File: src/hdl/assert_macros.svh
// ---------------------------------------------------------------------------
// assert_macros.svh
// Assertion wrappers shared by the LZW encoder modules.
// ---------------------------------------------------------------------------
`ifndef ASSERT_MACROS_SVH
`define ASSERT_MACROS_SVH

`ifndef SYNTH
`define LZWE_ASSERT(lbl, prop, msg) \
    lbl: assert property (@(posedge i_clk) disable iff (!i_rst_n) prop) else $error(msg);
`define LZWE_ASSERT_ALWAYS(lbl, prop, msg) \
    lbl: assert property (@(posedge i_clk) prop) else $error(msg);
`else
`define LZWE_ASSERT(lbl, prop, msg)
`define LZWE_ASSERT_ALWAYS(lbl, prop, msg)
`endif

`endif

File: src/hdl/lzwe_pkg.sv
// ---------------------------------------------------------------------------
// lzwe_pkg
// Types and constants of the LZW encoder.
// ---------------------------------------------------------------------------
package lzwe_pkg;

    localparam int CODE_BITS_DEF = 12;
    localparam int OUT_CODE_W    = 12;
    localparam int FIRST_FREE    = 256;
    localparam int EPOCH_W       = 8;
    localparam int QUEUE_DEPTH   = 2;

    typedef struct packed {
        logic [7:0] data_byte;
        logic       end_of_message;
    } t_in_item;

    typedef struct packed {
        logic [OUT_CODE_W-1:0] code;
        logic                  last;
    } t_out_item;

    // first byte of a message starts the prefix; any other byte extends it
    typedef enum logic {
        K_FIRST,
        K_EXTEND
    } t_kind;

    typedef struct packed {
        t_kind      kind;
        logic [7:0] data_byte;
        logic       end_of_message;
    } t_q_item;

    typedef enum logic [2:0] {
        S_CLEAR,
        S_IDLE,
        S_READ,
        S_CMP,
        S_EMIT_MISS,
        S_EMIT_LAST
    } t_back_state;

endpackage

File: src/hdl/lzwe_front.sv
// ---------------------------------------------------------------------------
// lzwe_front
// Accepts bytes, tags message starts and queues them for the back end.
// ---------------------------------------------------------------------------
`include "assert_macros.svh"

module lzwe_front (
    input  logic              i_clk,
    input  logic              i_rst_n,
    input  logic              i_valid,
    input  lzwe_pkg::t_in_item i_data,
    output logic              o_stall,
    output logic              o_q_valid,
    output lzwe_pkg::t_q_item o_q_item,
    input  logic              i_q_pop
);
    import lzwe_pkg::*;

    localparam int PTR_W = $clog2(QUEUE_DEPTH);
    localparam int CNT_W = $clog2(QUEUE_DEPTH + 1);

    t_q_item            r_q [QUEUE_DEPTH];
    logic [PTR_W-1:0]   r_wr_ptr, r_rd_ptr;
    logic [CNT_W-1:0]   r_count;
    logic               r_first;
    logic               accept;
    logic               pop;

    assign o_stall   = (r_count == CNT_W'(QUEUE_DEPTH));
    assign accept    = i_valid && !o_stall;
    assign o_q_valid = (r_count != '0);
    assign o_q_item  = r_q[r_rd_ptr];
    assign pop       = i_q_pop && o_q_valid;

    always_ff @(posedge i_clk) begin
        if (accept) begin
            r_q[r_wr_ptr].kind           <= r_first ? K_FIRST : K_EXTEND;
            r_q[r_wr_ptr].data_byte      <= i_data.data_byte;
            r_q[r_wr_ptr].end_of_message <= i_data.end_of_message;
        end
    end

    always_ff @(posedge i_clk) begin
        if (!i_rst_n) begin
            r_wr_ptr <= '0;
            r_rd_ptr <= '0;
            r_count  <= '0;
            r_first  <= 1'b1;
        end else begin
            if (accept) begin
                r_wr_ptr <= (r_wr_ptr == PTR_W'(QUEUE_DEPTH - 1)) ? '0 : r_wr_ptr + 1'b1;
                r_first  <= i_data.end_of_message;
            end
            if (pop) begin
                r_rd_ptr <= (r_rd_ptr == PTR_W'(QUEUE_DEPTH - 1)) ? '0 : r_rd_ptr + 1'b1;
            end
            r_count <= r_count + CNT_W'(accept) - CNT_W'(pop);
        end
    end

    `LZWE_ASSERT(a_cnt_range, r_count <= CNT_W'(QUEUE_DEPTH), "queue count over depth")
    `LZWE_ASSERT(a_pop_nonempty, i_q_pop |-> o_q_valid, "pop from empty queue")
    `LZWE_ASSERT(a_eom_first, (accept && i_data.end_of_message) |=> r_first,
                 "no message start after end of message")

endmodule

File: config.mk
export PLATFORM = sky130hd
export DESIGN_NAME = lzwe_front
export DESIGN_NICKNAME = d
export VERILOG_FILES = /design/src/hdl/lzwe_pkg.sv /design/src/hdl/lzwe_front.sv
export VERILOG_INCLUDE_DIRS = /design/src /design/src/hdl
export SDC_FILE = /design/constraint.sdc
export NUM_CORES = 1
export LEC_CHECK = 0
export BUFFER_PORTS_ARGS = -buffer_cell sky130_fd_sc_hd__buf_4
export CORE_MARGIN = 4
export CORE_UTILIZATION = 24
export CTS_CLUSTER_SIZE = 16
export DETAILED_ROUTE_END_ITERATION = 8
export GPL_ROUTABILITY_DRIVEN = 0
export HOLD_SLACK_MARGIN = 0.02
export PLACE_DENSITY = 0.39
export SYNTH_ARGS = -nofsm -noshare
export SYNTH_HDL_FRONTEND = slang
export SYNTH_SLANG_ARGS = --single-unit
File: constraint.sdc
create_clock -name i_clk -period 1.9 [get_ports i_clk]
set_input_delay 0.285 -clock i_clk [delete_from_list [all_inputs] [get_ports i_clk]]
set_output_delay 0.285 -clock i_clk [all_outputs]
set_load 0.005 [all_outputs]
==> run metrics <==
Ant. Diodes 0; DIE AREA 5250 sq um; routed via count about 560; post-synth net total 76; Leak approximately 0.52 nW; crit path time final roughly 1.7 ns; r2r endpoint r_count[1]; worst-path fanout max 10; root buf cell clkbuf_8; core footprint 4000 sq um; Yosys warnings 0; clock slew at reported path FFs 0.09 ns; Die Y roughly 72 um; largest net degree at the start of global routing 16; TNS Setup 0 ns; number of setup violations in the final report 0; Overall Power 1.67 mW; status finished, final reports clean; initial DRC count 39; CTS tree yes; grt ovf 0; post-cts hold buffer count 0; Detail Placement HPWL 1210 um; worst slew pin tran between 0.4 and 0.5 ns; DP Area between 1000 and 1500 sq um; routed len/inst 12.0 um; layout cell share with drive strength beyond 1 0.461; pwr dens around 1300 nW/um^2; CP Capture Type output pin; Yosys cell types 18; Hold Path Class primary input to flop; Top Ports 25; GRT Util Overall 0.0699; Initial Util 0.249; Final ANT Viol Nets 0; CP required 1.62 ns; final hold vios 0; worst r2r src r_count[0]; WP depth 2; Slew HR 0.674; Die Wd approximately 72 um; Area growth syn-to-layout 31.7%; register bit count reported by yosys 26; maximum clock rate 577 MHz; max-cap violations 0; Post-CTS Resized 0; initial antenna violation count 0; Site Rows 23; first-pass GRT wire length 2700 um; drc violations 0; number of global-route vias before repair 561; latest clock arrival within the worst-skew pair 0.26 ns; worst path buffer plus inverter count 1; Final Cycle Share 0.912; Syn Inst Count 61; area of the mapped netlist 997 sq um; crit-path cells mux2_2, buf_4; CTS Sinks 26; critical path class flop to output pin; postcts setup bufs 0; RSZ-0062 raised after global routing false; Top delay family on crit path flip-flops; Clock Path Buffers 2; r2r setup slk 0.24 ns; peak supply drop around 0.00034 V; H-tree depth 1; drt via density 4.04; fillers ~390; worst setup path end o_q_item[0]; Mean Syn Cell Area ~16 sq um; fin area roughly 1300 sq um; post-synthesis sequential area ratio 0.723; slowest CP cell dfxtp_1; number of buffers added on ports 24; CP peak stage delay 0.63 ns; Final Max Tran Viols 0; crit path DAT 1.45 ns; drt first pass iters 4; Startpoint Class flop; Worst Clk Skew 0.00297 ns; Num CTS Buffers 3; WL final 1670 um; nets 105; R2R depth 8
## synth_stat cells (all sizes together)
library cell,n,share of area
edfxtp,20,0.60
mux2,10,0.11
dfxtp,6,0.12
inv,3,0.011
nand2,3,0.011
xnor2,3,0.026
and2,2,0.013
ha,2,0.025
nand2b,2,0.013
nor2b,2,0.013
a21o,1,0.0075
and3,1,0.0063
buf,1,0.0050
mux2i,1,0.010
nor2,1,0.0038
o21a,1,0.0088
o21ai,1,0.0050
or2,1,0.0063
## through the flow
stage	hold WS, ns	worst slack, ns	instances	utilization
global placement	0.461	0.279	135	0.311
floorplan	0.384	0.345	61	-
global route	0.180	0.0736	139	0.328
finish	0.200	0.167	139	0.328
detailed placement	0.445	0.241	135	0.311
CTS	0.194	0.118	139	0.328
## worst min-delay path by stage
stage	startpoint	to	slack (ns)	depth (start not counted)
after floorplan	i_data[0]	r_q[0][0]	0.38	0
after global placement	r_first	r_first	0.46	1
after detailed placement	r_first	r_first	0.44	1
after CTS	i_data[7]	r_q[1][7]	0.19	1
after global routing	i_data[8]	r_q[0][8]	0.18	1
final	i_data[7]	r_q[1][7]	0.20	1
## report_power, final
group	switching [mW]	internal, mW
sequential	0.0642	0.721
combinational	0.168	0.274
clock	0.165	0.281
total	0.397	1.28
## state kept, by name, indices dropped and copies added (netlist names), named ones only
register / cells
r_q: 20
r_count: 2
r_first: 1
r_rd_ptr: 1
r_wr_ptr: 1
## layer usage
| metal | GRT usage | routed length (um) | up-vias |
|---|---|---|---|
| met5 | 0 | 0 | - |
| met1 | 0.0964 | 821 | 264 |
| met4 | 0.0369 | 35 | 0 |
| met3 | 0.0249 | 119 | 4 |
| met2 | 0.0950 | 695 | 20 |
| li1 | - | - | 273 |
## worst register-to-register path: cells and delay by family, from the launching register on
kind | cells | cell delay [ns]
xor gates and xnor gates | 2 | 0.25
adders and majority gates | 2 | 0.48
buffers and inverters | 1 | 0.04
DFF | 1 | 0.36
and+or+nand+nor | 3 | 0.44
## logic make-up after synthesis
kind of cell | Yosys count | synth area share
xor+xnor | 3 | 0.0264
compound gates | 3 | 0.0213
buf+inv | 4 | 0.0163
simple gates | 12 | 0.0652
fa+ha+maj | 2 | 0.0251
flops | 26 | 0.723
mux | 11 | 0.123
## area by class of cell
cell class | instances | area, sq um | share of cell area
clock buffer | 3 | 41.3 | 0.0314
clock inverter | 1 | 30.0 | 0.0229
inverter | 3 | 11.3 | 0.00857
multi-input combinational | 31 | 260 | 0.198
sequential | 26 | 721 | 0.549
tap | 50 | 62.6 | 0.0476
timing repair buffer | 25 | 188 | 0.143
## cell usage in the layout, fill, tap and decap left out, types with 2 or more instances in the layout
master	n
mux2_2	10
clkbuf_8	3
xnor2_1	3
dfxtp_1	6
nand2b_1	2
and2_1	2
edfxtp_1	20
ha_1	2
buf_4	25
nor2b_1	2
inv_1	3
nand2_1	3
Note: power is estimated with default switching activity, not from simulation.
